File: src/design/sblr_pkg.sv
// ----------------------------------------------------------------------------
// sblr_pkg: shared types and constants
// Command word passed from the byte front end to the output sequencer.
// ----------------------------------------------------------------------------
package sblr_pkg;

  localparam logic [31:0] CrcPoly = 32'hEDB88320;

  localparam logic [1:0] OUT_BYTE   = 2'd0;
  localparam logic [1:0] OUT_WRITE  = 2'd1;
  localparam logic [1:0] OUT_BRANCH = 2'd2;

  localparam logic [2:0] REG_VERSION = 3'd0;
  localparam logic [2:0] REG_LOW     = 3'd1;
  localparam logic [2:0] REG_HIGH    = 3'd2;
  localparam logic [2:0] REG_ACK     = 3'd3;
  localparam logic [2:0] REG_NAK     = 3'd4;
  localparam logic [2:0] REG_MARKER  = 3'd5;
  localparam logic [2:0] REG_ENTRY   = 3'd6;

  typedef enum logic [1:0] {
    CMD_REPLY  = 2'd0,
    CMD_WRITE  = 2'd1,
    CMD_FINISH = 2'd2
  } cmd_op_t;

  // A reply sends one word as four bytes. A write emits one memory write.
  // A finish sends a word and then a branch.
  typedef struct packed {
    cmd_op_t     op;
    logic [31:0] word;
    logic [31:0] address;
  } cmd_t;

  typedef enum logic [4:0] {
    PH_IDLE    = 5'b00001,
    PH_HEADER  = 5'b00010,
    PH_PAYLOAD = 5'b00100,
    PH_MARKER  = 5'b01000,
    PH_HALTED  = 5'b10000
  } phase_t;

  function automatic logic [31:0] crc_byte(input logic [31:0] crc, input logic [7:0] b);
    logic [31:0] c;
    c = crc ^ {24'd0, b};
    for (int i = 0; i < 8; i++) begin
      c = c[0] ? ((c >> 1) ^ CrcPoly) : (c >> 1);
    end
    return c;
  endfunction

endpackage

File: src/design/serial_boot_loader_receiver.sv
// ----------------------------------------------------------------------------
// serial_boot_loader_receiver: boot image receiver
// Input words carry a start mark or one received byte; output words carry
// bytes to transmit, memory writes and a final branch. The front end takes
// one input word per cycle whenever the two-entry command queue has room,
// and the sequencer drains a command at one result per cycle while the
// result receiver is ready: four results for a word reply, five for the
// final reply plus branch, one for a write. The first result passes the
// command queue and then the output register. With a ready receiver the
// payload runs one byte per cycle; elsewhere the replies can hold input.
// Reset clears the session to idle, sets the configuration to defaults and
// empties the queue. When the result receiver stalls, the output register
// holds, the queue fills, and in_ready falls once it is full.
// Configuration writes take effect at the next clock edge and should be
// made while the block is idle.
// ----------------------------------------------------------------------------
module serial_boot_loader_receiver
  import sblr_pkg::*;
(
  input  logic        clk,
  input  logic        rst,
  input  logic        in_valid,
  output logic        in_ready,
  input  logic        kind,
  input  logic [7:0]  rx_byte,
  input  logic        cfg_write,
  input  logic [2:0]  cfg_index,
  input  logic [31:0] cfg_data,
  output logic        out_valid,
  input  logic        out_ready,
  output logic [1:0]  out_kind,
  output logic [7:0]  tx_byte,
  output logic [31:0] mem_address,
  output logic [31:0] mem_word,
  output logic        last
);

  logic [31:0] expected_version;
  logic [31:0] lowest_load_address;
  logic [31:0] highest_end_address;
  logic [31:0] ack_word;
  logic [31:0] nak_word;
  logic [31:0] end_marker_word;
  logic [7:0]  entry_offset;

  logic q_push;
  cmd_t q_in;
  logic q_not_full;
  logic q_not_empty;
  cmd_t q_head;
  logic q_pop;

  always_ff @(posedge clk) begin
    if (rst) begin
      expected_version <= 32'd2;
      lowest_load_address <= 32'd32768;
      highest_end_address <= 32'd134217728;
      ack_word <= 32'd1;
      nak_word <= 32'd2;
      end_marker_word <= 32'd3;
      entry_offset <= 8'd8;
    end else if (cfg_write) begin
      unique case (cfg_index)
        REG_VERSION: expected_version <= cfg_data;
        REG_LOW:     lowest_load_address <= cfg_data;
        REG_HIGH:    highest_end_address <= cfg_data;
        REG_ACK:     ack_word <= cfg_data;
        REG_NAK:     nak_word <= cfg_data;
        REG_MARKER:  end_marker_word <= cfg_data;
        REG_ENTRY:   entry_offset <= cfg_data[7:0];
        default: ;
      endcase
    end
  end

  sblr_front u_front (
    .clk, .rst, .kind, .rx_byte, .in_valid, .in_ready,
    .expected_version, .lowest_load_address, .highest_end_address,
    .ack_word, .nak_word, .end_marker_word, .entry_offset,
    .cmd_valid(q_push), .cmd(q_in), .cmd_ready(q_not_full)
  );

  sblr_queue u_queue (
    .clk, .rst, .push(q_push), .push_cmd(q_in), .not_full(q_not_full),
    .not_empty(q_not_empty), .head(q_head), .pop(q_pop)
  );

  sblr_back u_back (
    .clk, .rst, .cmd_valid(q_not_empty), .cmd(q_head), .cmd_pop(q_pop),
    .out_valid, .out_ready, .out_kind, .tx_byte, .mem_address, .mem_word, .last
  );

endmodule

File: src/design/sblr_front.sv
// ----------------------------------------------------------------------------
// sblr_front: byte front end
// Assembles words, checks the header, tracks the CRC and issues commands.
// ----------------------------------------------------------------------------
module sblr_front
  import sblr_pkg::*;
(
  input  logic        clk,
  input  logic        rst,
  input  logic        kind,
  input  logic [7:0]  rx_byte,
  input  logic        in_valid,
  output logic        in_ready,
  input  logic [31:0] expected_version,
  input  logic [31:0] lowest_load_address,
  input  logic [31:0] highest_end_address,
  input  logic [31:0] ack_word,
  input  logic [31:0] nak_word,
  input  logic [31:0] end_marker_word,
  input  logic [7:0]  entry_offset,
  output logic        cmd_valid,
  output cmd_t        cmd,
  input  logic        cmd_ready
);

  phase_t      phase;
  logic [1:0]  byte_in_word;
  logic [23:0] word_assembly;
  logic [1:0]  header_word_index;
  logic        version_matched;
  logic [31:0] load_address;
  logic [29:0] words_remaining;
  logic [31:0] expected_checksum;
  logic [31:0] running_crc;
  logic [31:0] write_pointer;

  logic        take;
  logic [31:0] w;
  logic [31:0] crc_next;
  logic [32:0] end_sum;
  logic        hdr_ok;
  logic        word_done;

  // An item is taken only when the queue has room for whatever it may issue.
  assign in_ready  = cmd_ready;
  assign take      = in_valid && in_ready;
  assign w         = {rx_byte, word_assembly};
  assign crc_next  = crc_byte(running_crc, rx_byte);
  assign end_sum   = {1'b0, load_address} + {1'b0, w};
  assign hdr_ok    = (load_address >= lowest_load_address) &&
                     (end_sum <= {1'b0, highest_end_address}) && (w[1:0] == 2'b00);
  assign word_done = (byte_in_word == 2'd3);

  always_comb begin
    cmd_valid = 1'b0;
    cmd.op = CMD_REPLY;
    cmd.word = ack_word;
    cmd.address = load_address + {24'd0, entry_offset};
    if (take) begin
      if (!kind) begin
        cmd_valid = 1'b1;
      end else if (word_done) begin
        unique case (phase)
          PH_HEADER: begin
            if (header_word_index == 2'd3) begin
              cmd_valid = 1'b1;
              cmd.word = version_matched ? ack_word : nak_word;
            end
          end
          PH_PAYLOAD: begin
            cmd_valid = 1'b1;
            cmd.op = CMD_WRITE;
            cmd.word = w;
            cmd.address = write_pointer;
          end
          PH_MARKER: begin
            cmd_valid = 1'b1;
            if (w != end_marker_word || ~running_crc != expected_checksum) begin
              cmd.word = nak_word;
            end else begin
              cmd.op = CMD_FINISH;
            end
          end
          default: ;
        endcase
      end
    end
  end

  always_ff @(posedge clk) begin
    if (rst) begin
      phase <= PH_IDLE;
      byte_in_word <= '0;
      word_assembly <= '0;
      header_word_index <= '0;
      version_matched <= 1'b0;
      load_address <= '0;
      words_remaining <= '0;
      expected_checksum <= '0;
      running_crc <= '1;
      write_pointer <= '0;
    end else if (take) begin
      if (!kind) begin
        phase <= PH_HEADER;
        byte_in_word <= '0;
        word_assembly <= '0;
        header_word_index <= '0;
        version_matched <= 1'b0;
        load_address <= '0;
        words_remaining <= '0;
        expected_checksum <= '0;
        running_crc <= '1;
        write_pointer <= '0;
      end else if (phase == PH_HEADER || phase == PH_PAYLOAD || phase == PH_MARKER) begin
        if (phase == PH_PAYLOAD) begin
          running_crc <= crc_next;
        end
        if (!word_done) begin
          unique case (byte_in_word)
            2'd0: word_assembly[7:0] <= rx_byte;
            2'd1: word_assembly[15:8] <= rx_byte;
            default: word_assembly[23:16] <= rx_byte;
          endcase
          byte_in_word <= byte_in_word + 2'd1;
        end else begin
          word_assembly <= '0;
          byte_in_word <= '0;
          unique case (phase)
            PH_HEADER: begin
              header_word_index <= header_word_index + 2'd1;
              unique case (header_word_index)
                2'd0: version_matched <= (w == expected_version);
                2'd1: load_address <= w;
                2'd2: begin
                  if (!hdr_ok) begin
                    version_matched <= 1'b0;
                  end
                  words_remaining <= w[31:2];
                end
                default: begin
                  expected_checksum <= w;
                  if (version_matched) begin
                    write_pointer <= load_address;
                    running_crc <= '1;
                    phase <= (words_remaining != '0) ? PH_PAYLOAD : PH_MARKER;
                  end else begin
                    phase <= PH_HALTED;
                  end
                end
              endcase
            end
            PH_PAYLOAD: begin
              write_pointer <= write_pointer + 32'd4;
              words_remaining <= words_remaining - 30'd1;
              if (words_remaining == 30'd1) begin
                phase <= PH_MARKER;
              end
            end
            default: phase <= PH_HALTED;
          endcase
        end
      end
    end
  end

endmodule

File: src/design/sblr_queue.sv
// ----------------------------------------------------------------------------
// sblr_queue: command queue
// Two-entry FIFO between the front end and the output sequencer.
// ----------------------------------------------------------------------------
module sblr_queue
  import sblr_pkg::*;
(
  input  logic clk,
  input  logic rst,
  input  logic push,
  input  cmd_t push_cmd,
  output logic not_full,
  output logic not_empty,
  output cmd_t head,
  input  logic pop
);

  cmd_t       slots [2];
  logic       wr_ptr;
  logic       rd_ptr;
  logic [1:0] count;

  assign not_full  = (count != 2'd2);
  assign not_empty = (count != 2'd0);
  assign head      = slots[rd_ptr];

  always_ff @(posedge clk) begin
    if (push) begin
      slots[wr_ptr] <= push_cmd;
    end
  end

  always_ff @(posedge clk) begin
    if (rst) begin
      wr_ptr <= 1'b0;
      rd_ptr <= 1'b0;
      count <= '0;
    end else begin
      if (push) begin
        wr_ptr <= ~wr_ptr;
      end
      if (pop) begin
        rd_ptr <= ~rd_ptr;
      end
      count <= count + {1'b0, push} - {1'b0, pop};
    end
  end

endmodule

File: src/design/sblr_back.sv
// ----------------------------------------------------------------------------
// sblr_back: output sequencer
// Expands one command into its result words through an output register.
// ----------------------------------------------------------------------------
module sblr_back
  import sblr_pkg::*;
(
  input  logic        clk,
  input  logic        rst,
  input  logic        cmd_valid,
  input  cmd_t        cmd,
  output logic        cmd_pop,
  output logic        out_valid,
  input  logic        out_ready,
  output logic [1:0]  out_kind,
  output logic [7:0]  tx_byte,
  output logic [31:0] mem_address,
  output logic [31:0] mem_word,
  output logic        last
);

  // step counts results of the current command: bytes 0..3, then a branch.
  logic [2:0] step;
  logic       load;
  logic       done;

  assign load = !out_valid || out_ready;
  assign done = (cmd.op == CMD_WRITE) || (cmd.op == CMD_REPLY && step == 3'd3) ||
                (cmd.op == CMD_FINISH && step == 3'd4);
  assign cmd_pop = cmd_valid && load && done;

  always_ff @(posedge clk) begin
    if (rst) begin
      out_valid <= 1'b0;
      step <= '0;
    end else if (load) begin
      out_valid <= cmd_valid;
      if (cmd_valid) begin
        step <= done ? 3'd0 : step + 3'd1;
      end
    end
  end

  always_ff @(posedge clk) begin
    if (load && cmd_valid) begin
      last <= done;
      if (cmd.op == CMD_WRITE) begin
        out_kind <= OUT_WRITE;
        tx_byte <= '0;
        mem_address <= cmd.address;
        mem_word <= cmd.word;
      end else if (step == 3'd4) begin
        out_kind <= OUT_BRANCH;
        tx_byte <= '0;
        mem_address <= cmd.address;
        mem_word <= '0;
      end else begin
        out_kind <= OUT_BYTE;
        tx_byte <= cmd.word[{step[1:0], 3'b000} +: 8];
        mem_address <= '0;
        mem_word <= '0;
      end
    end
  end

endmodule

File: config.mk
export PLATFORM = sky130hd
export DESIGN_NAME = serial_boot_loader_receiver
export DESIGN_NICKNAME = d
export VERILOG_FILES = /design/src/design/sblr_pkg.sv /design/src/design/serial_boot_loader_receiver.sv /design/src/design/sblr_front.sv /design/src/design/sblr_queue.sv /design/src/design/sblr_back.sv
export SDC_FILE = /design/constraint.sdc
export NUM_CORES = 2
export LEC_CHECK = 0
export ABC_CLOCK_PERIOD_IN_PS = 9100
export BUFFER_PORTS_ARGS = -buffer_cell sky130_fd_sc_hd__buf_2
export CORE_ASPECT_RATIO = 0.7
export CORE_MARGIN = 2
export CORE_UTILIZATION = 45
export CTS_CLUSTER_SIZE = 10
export DETAILED_ROUTE_END_ITERATION = 8
export SKIP_CTS_REPAIR_TIMING = 1
export SYNTH_ARGS = -nofsm -noshare
export SYNTH_HDL_FRONTEND = slang
export SYNTH_SLANG_ARGS = --single-unit
File: constraint.sdc
create_clock -name clk -period 9.1 [get_ports clk]
set_input_delay 0.91 -clock clk [delete_from_list [all_inputs] [get_ports clk]]
set_output_delay 0.91 -clock clk [all_outputs]
set_load 0.05 [all_outputs]
After elaboration in Yosys (flattened, before gate mapping)
Memories as Yosys holds them, arrays and structs flattened. A register that Yosys moved wholly into a read port is not among the register bits.
Cells that the tools add are included.
- bits in registers: 475
- bits in writable memories: 132
- input bits: 49
- output and inout bits: 77
- word-level logic and storage cells: 222
- memories: 1
- memory list (memory ; words ; width ; read ports ; clocked after Yosys merged registers in ; write ports ; line ; text):
    u_queue.slots ; 2 ; 66 ; 1 ; 1 ; 1 ; sblr_queue.sv:18 ; cmd_t slots [2];
- add/sub/neg operators: 9
- $lt $le $gt $ge: 2
- equality and inequality tests: 38
- shifts and indexed selects: 1
- muxes and demuxes: 86
- bitwise gates (word level): 12
- reduce and logical (&&, ||, !) cells: 44
- operator list (kind ; count):
    32-bit 2-to-1 mux ; 36
    66-bit 2-to-1 mux ; 3
    30-bit 2-to-1 mux ; 4
    13-bit inverter with 14-bit output ; 8
    32-bit case mux with 3 select lines ; 1
    24-bit 2-to-1 mux ; 3
    32-bit != test ; 2
    32-bit case mux with 2 select lines ; 1
    30-bit case mux with 2 select lines ; 1
    32-bit by 32-bit adder with 33-bit output ; 1
    33-bit by 32-bit <= comparator with 1-bit output ; 1
    32-bit by 3-bit adder with 32-bit output (second input constant) ; 1
    32-bit by 8-bit adder with 32-bit output ; 1
    32-bit == test ; 1
    32-bit greater-or-equal comparator ; 1
    32-bit inverter ; 1
    32-bit by 6-bit variable part select with 8-bit output ; 1
    32-bit by 8-bit bitwise XOR with 32-bit output ; 1
    30-bit by 1-bit == test with 1-bit output (second input constant) ; 1
    5-bit 2-to-1 mux ; 6
    30-bit nonzero test ; 1
    30-bit by 1-bit subtractor with 30-bit output (second input constant) ; 1
    8-bit 2-to-1 mux ; 3
    5-bit AND reduction ; 4
    other kinds (37) ; 108

Logic depth before layout (Yosys ltp)
- depth after elaboration: 24
- depth in mapped cells: 20
- mapped depth without buffers: 20

Cells and area by module
Synthesis repeated with hierarchy kept, for this count alone.
- cells, all modules: 3228
- area total of the unflattened synthesis: 32252.2 µm²
- by module, submodules not included (module ; instances ; cells an instance ; area each (µm²) ; sequential area each (µm²)):
    sblr_front ; 1 ; 2107 ; 16034.1 ; 3843.7
    serial_boot_loader_receiver ; 1 ; 699 ; 7812.5 ; 4003.8
    sblr_queue ; 1 ; 226 ; 5139.9 ; 4063.9
    sblr_back ; 1 ; 196 ; 3265.6 ; 2332.2

Worst setup path after synthesis
OpenSTA, ideal clock, no wires.
- path type: input to register
- start point: input in_valid
- end point: memory u_queue.slots[0][0] (netlist name), enable pin
- library setup time: 498 ps
- data arrival time: 4735 ps
- data required time: 8602 ps
- setup slack: 3867 ps
- cell stages on the path: 5
- buffers on the path: 1
- path through: and2_1 -> clkbuf_1 -> nand2_1 -> a21oi_1 -> nor2b_1
- word-level cells in the longest chain between the ends: 4
- RTL lines (element ; line ; text):
    from (decl) ; serial_boot_loader_receiver.sv:22 ; input logic in_valid,
    1-bit logical AND ; sblr_front.sv:46 ; assign take = in_valid && in_ready;
    1-bit 2-to-1 mux ; sblr_front.sv:59 ; if (take) begin
    named net q_push ; serial_boot_loader_receiver.sv:46 ; logic q_push;
    1-bit 2-to-1 mux ; sblr_queue.sv:28 ; if (push) begin
    1-bit 2-to-1 mux (implied by the code) ; sblr_queue.sv:29 ; slots[wr_ptr] <= push_cmd;
    to (decl) ; sblr_queue.sv:18 ;
The timed path passes the listed nets, and every way through them passes these cells.

Final worst setup path
- start point: register u_front.word_assembly[1]
- end point: register u_front.version_matched
- word-level cells in the longest chain between the ends: 6
- elaborated cells on any way between the ends: 13
- classes of those cells: add/sub: 1; order compare: 1; eq/ne: 2; mux: 5; reduce/logical: 4
- RTL lines (element ; line ; text):
    from (decl) ; sblr_front.sv:28 ; logic [23:0] word_assembly;
    from (signal assigned) ; sblr_front.sv:120 ; 2'd0: word_assembly[7:0] <= rx_byte;
    32-bit by 32-bit adder with 33-bit output / 32-bit == test (equally long branches) ; sblr_front.sv:49, sblr_front.sv:132 ;
    33-bit by 32-bit <= comparator with 1-bit output / 1-bit case mux with 2 select lines (equally long branches) ; sblr_front.sv:51, sblr_front.sv:131 ;
    1-bit logical AND / 1-bit 2-to-1 mux (equally long branches) ; sblr_front.sv:50, sblr_front.sv:128 ;
    1-bit logical AND / 1-bit 2-to-1 mux (equally long branches) ; sblr_front.sv:51, sblr_front.sv:118 ;
    3-bit != test (no source line) / 1-bit 2-to-1 mux (equally long branches) ; -- ;
    6-bit AND reduction (no source line) / 1-bit 2-to-1 mux (equally long branches) ; -- ;
    to (signal assigned) ; sblr_front.sv:132 ; 2'd0: version_matched <= (w == expected_version);
    to (decl) ; sblr_front.sv:30 ; logic version_matched;
Parallel ways exist; a longest one is shown, timed or not. The select of a mux whose other input is x is not followed.
A chain may end at the register's enable or synchronous reset.

==> results.py <==
metrics = {
    "global_routing": {
        "grt_usage_pct": 29.4,
        "antenna_found_initial": 2,
        "grt_max_degree": 94,
        "grt_pass1_wl_mm": 156,
        "use_met3_pct": 6.73,
        "grt-ovfl-total": 0,
        "busiest_layer": "met1",
        "grt_pass1_vias": 25100,
        "met2_usage_pct": 41.2,
        "grt_util_met1_pct": 44.3,
    },
    "clock_network": {
        "cts_tree": "done",
        "clockBufferDepth": 3,
        "htreeDepth": 3,
        "cts.sinks": 608,
        "numCtsBuffers": 71,
        "cts_root_buf": "clkbuf_16",
        "clk_pin_slew_ns": 0.06,
        "clk_latency_ns": 0.64,
    },
    "power_and_ir_drop": {
        "netSwitchingFraction_pct": 28.5,
        "power_frac_clock_pct": 41.1,
        "p_comb_share_pct": 13.1,
        "power_frac_seq_pct": 45.8,
        "p_sw_mw": 1.85,
        "p_leak_nw": 12.2,
        "p_per_area_nw_per_um2": 191,
        "p_int_mw": 4.66,
        "irDropWorstVdd_mv": 0.139,
    },
    "worst_setup_path": {
        "cp.depth": 17,
        "cpPeakStageDelay_ns": 0.70,
        "crit_buf_inv": 0,
        "rr_worst_depth": 17,
        "crit_slowest_cell": "dfxtp_1",
        "crit_start": "u_front.word_assembly[1]",
        "r2r-start": "u_front.word_assembly[1]",
        "crit_chain": "ha_1 > a211oi_1 > o211ai_1 > a22oi_1 > nor2b_1 > o21bai_1 > a21o_1 > a21oi_1 > xnor2_1 > ha_1 > nand4_1 > nor4_1 > o31a_1 > o2111ai_1 > a31o_2 > o21ai_0 > o21ai_0",
        "regToRegEndpoint": "u_front.version_matched",
        "worst-setup-path-type": "register to register",
        "endpoint": "u_front.version_matched",
        "worst_ep_arrival_time_ns": 5.05,
        "reg2reg_slack_ns": 4.55,
        "timing.critical_path.max_delay_family": "compound AO/OA/AOI/OAI gates",
        "critPathRequiredTime_ns": 9.60,
        "cp-end-kind": "register",
        "crit_fanout": 8,
        "worstSetupStartpointType": "register",
    },
    "sta": {
        "tightest_slew_ns": 1.33,
        "finalCriticalPeriod_ns": 4.55,
        "setup_violations": 0,
        "tns_ns": 0,
        "maxSlewHeadroom_pct": 10.2,
        "setup_ws_ns": 4.55,
        "finalCritPeriodShare_pct": 50.0,
        "slew_viol_final": 0,
        "fin_worst_skew_ns": 0.0349,
        "finalHoldViolations": 0,
        "rsz0062_at_grt": "false",
        "clock.fmax_ghz": 0.220,
    },
    "synthesis": {
        "synth_nets": 3610,
        "synthFlopType": "dfxtp_1",
        "avgSynthCellArea_sq_um": 8.88,
        "ys_types": 74,
        "synth-seq-area-share_pct": 46.6,
        "synth-edff-count": 207,
        "synth-seq-cells": 608,
        "netlist_area_sq_um": 30600,
        "syn_inst": 3440,
        "synthArstFlopShare_pct": 0,
        "yosys_warnings": 0,
    },
    "detailed_routing": {
        "via_per_inst": 6.01,
        "wirelength_mm": 105,
        "first_pass_iters": 9,
        "drc": 0,
        "post_drt_wl_per_cell_um": 23.8,
        "drt_iter0_markers": 3474,
        "vias": 26400,
        "ant_nets": 0,
    },
    "floorplanning": {
        "dieArea_sq_um": 70000,
        "rows": 79,
        "die_y_um": 222,
        "fp.dieW_um": 315,
        "ios": 126,
        "coreArea_sq_um": 66800,
        "start_util_pct": 45.7,
    },
    "finish": {
        "final_cell_mix": "nand2_1 (665), a21oi_1 (406), dfxtp_1 (400)",
        "final_common_cell": "nand2_1",
        "nets": 3639,
        "drive_above_1_share_pct": 9.86,
        "n_antenna_cell": 0,
        "area_growth_pct": 11.4,
        "nFillCells": 6276,
    },
    "run_status": {
        "status": "completed",
    },
    "placement": {
        "gp_congestion": 0.934,
        "place_ws_ns": 4.61,
        "dpl.hpwl_mm": 71.4,
        "numPortBuffers": 125,
    },
    "flow_run": {
        "drv_cap": 0,
    },
    "hold_path": {
        "hold_class": "register to register",
    },
}
[flip-flops by register name, indices dropped and copies added (netlist names), 3 cells and up, named ones only]
register,cells
u_front.phase,5
u_front.load_address,32
u_back.mem_word,32
u_front.write_pointer,32
ack_word,32
highest_end_address,32
u_front.expected_checksum,32
end_marker_word,32
u_back.tx_byte,8
u_front.word_assembly,24
u_front.words_remaining,30
u_front.running_crc,32
lowest_load_address,32
u_queue.slots,132
nak_word,32
u_back.mem_address,32
expected_version,32
entry_offset,8
u_back.step,3
[synth_stat cells, types with 35 or more instances]
master | instances | share of area [%]
nand3_1 | 126 | 2.1
nor3_1 | 35 | 0.57
dfxtp_1 | 401 | 26
inv_1 | 100 | 1.2
a22oi_1 | 37 | 0.91
a21oi_1 | 408 | 6.7
ha_1 | 119 | 4.9
mux2i_1 | 67 | 2.2
xor2_1 | 111 | 3.2
clkbuf_1 | 213 | 2.6
nor2_1 | 230 | 2.8
edfxtp_1 | 207 | 20
xnor2_1 | 119 | 3.4
nor4_1 | 35 | 0.72
nand2_1 | 665 | 8.2
o21ai_0 | 105 | 1.7
[power by group through the flow]
stage | combinational [mW] | sequential [mW] | clock (mW)
floorplan | 0.407 | 3.22 | 0
global placement | 0.840 | 3.04 | 0
detailed placement | 0.845 | 3.04 | 0
CTS | 0.848 | 2.98 | 2.71
global route | 0.908 | 2.99 | 2.83
finish | 0.853 | 2.98 | 2.68
[how the worst min path moves through the flow]
stage / start / end / slack [ns] / cells after the start
floorplan: highest_end_address[19] / highest_end_address[19] / 0.44 / 2
global placement: u_front.word_assembly[19] / u_front.word_assembly[19] / 0.44 / 2
detailed placement: u_front.word_assembly[19] / u_front.word_assembly[19] / 0.44 / 2
CTS: u_front.word_assembly[19] / u_front.word_assembly[19] / 0.45 / 2
global route: u_front.word_assembly[17] / u_front.word_assembly[17] / 0.46 / 2
finish: u_front.word_assembly[19] / u_front.word_assembly[19] / 0.45 / 2
[area by class of cell]
cell class                 instances  area, sq um  share of cell area (%)
sequential                       608        14200                    41.9
inverter                         103          387                    1.14
timing repair buffer             186         1100                    3.22
tap                              891         1110                    3.28
clock buffer                     105         1920                    5.66
multi-input combinational       2499        15100                    44.4
clock inverter                     8          158                   0.463
[worst min-delay path, delay by kind of cell, from the launching register on]
family | cells | cell delay, ns
compound gates | 1 | 0.05
flops | 1 | 0.31
simple gates | 1 | 0.05
[per-stage QoR]
stage               utilization [%]  hold WS (ns)  area (sq um)  std cells  power, mW
CTS                            50.9         0.452         34000       4400       6.54
floorplan                         -         0.436         30600       3440       3.62
global route                   50.9         0.461         34000       4400       6.73
global placement               47.8         0.438         31900       4287       3.88
finish                         50.9         0.453         34000       4400       6.51
detailed placement             47.8         0.444         31900       4287       3.88
[per-layer routing]
| metal | wire, um | share of wire, % | up-vias |
|---|---|---|---|
| li1 | - | - | 12100 |
| met1 | 47000 | 45 | 12800 |
| met2 | 42800 | 41 | 1368 |
| met3 | 11700 | 11 | 189 |
| met4 | 3160 | 3.0 | 0 |
| met5 | 0 | 0 | - |
[logic make-up after synthesis]
kind of cell    share of synthesized area (%)
compound gates                           15.8
flops                                    46.6
mux                                      4.04
fa+ha+maj                                5.00
xor+xnor                                 6.59
simple gates                             17.8
buf+inv                                  4.22
(Power assumes the default switching activity.)
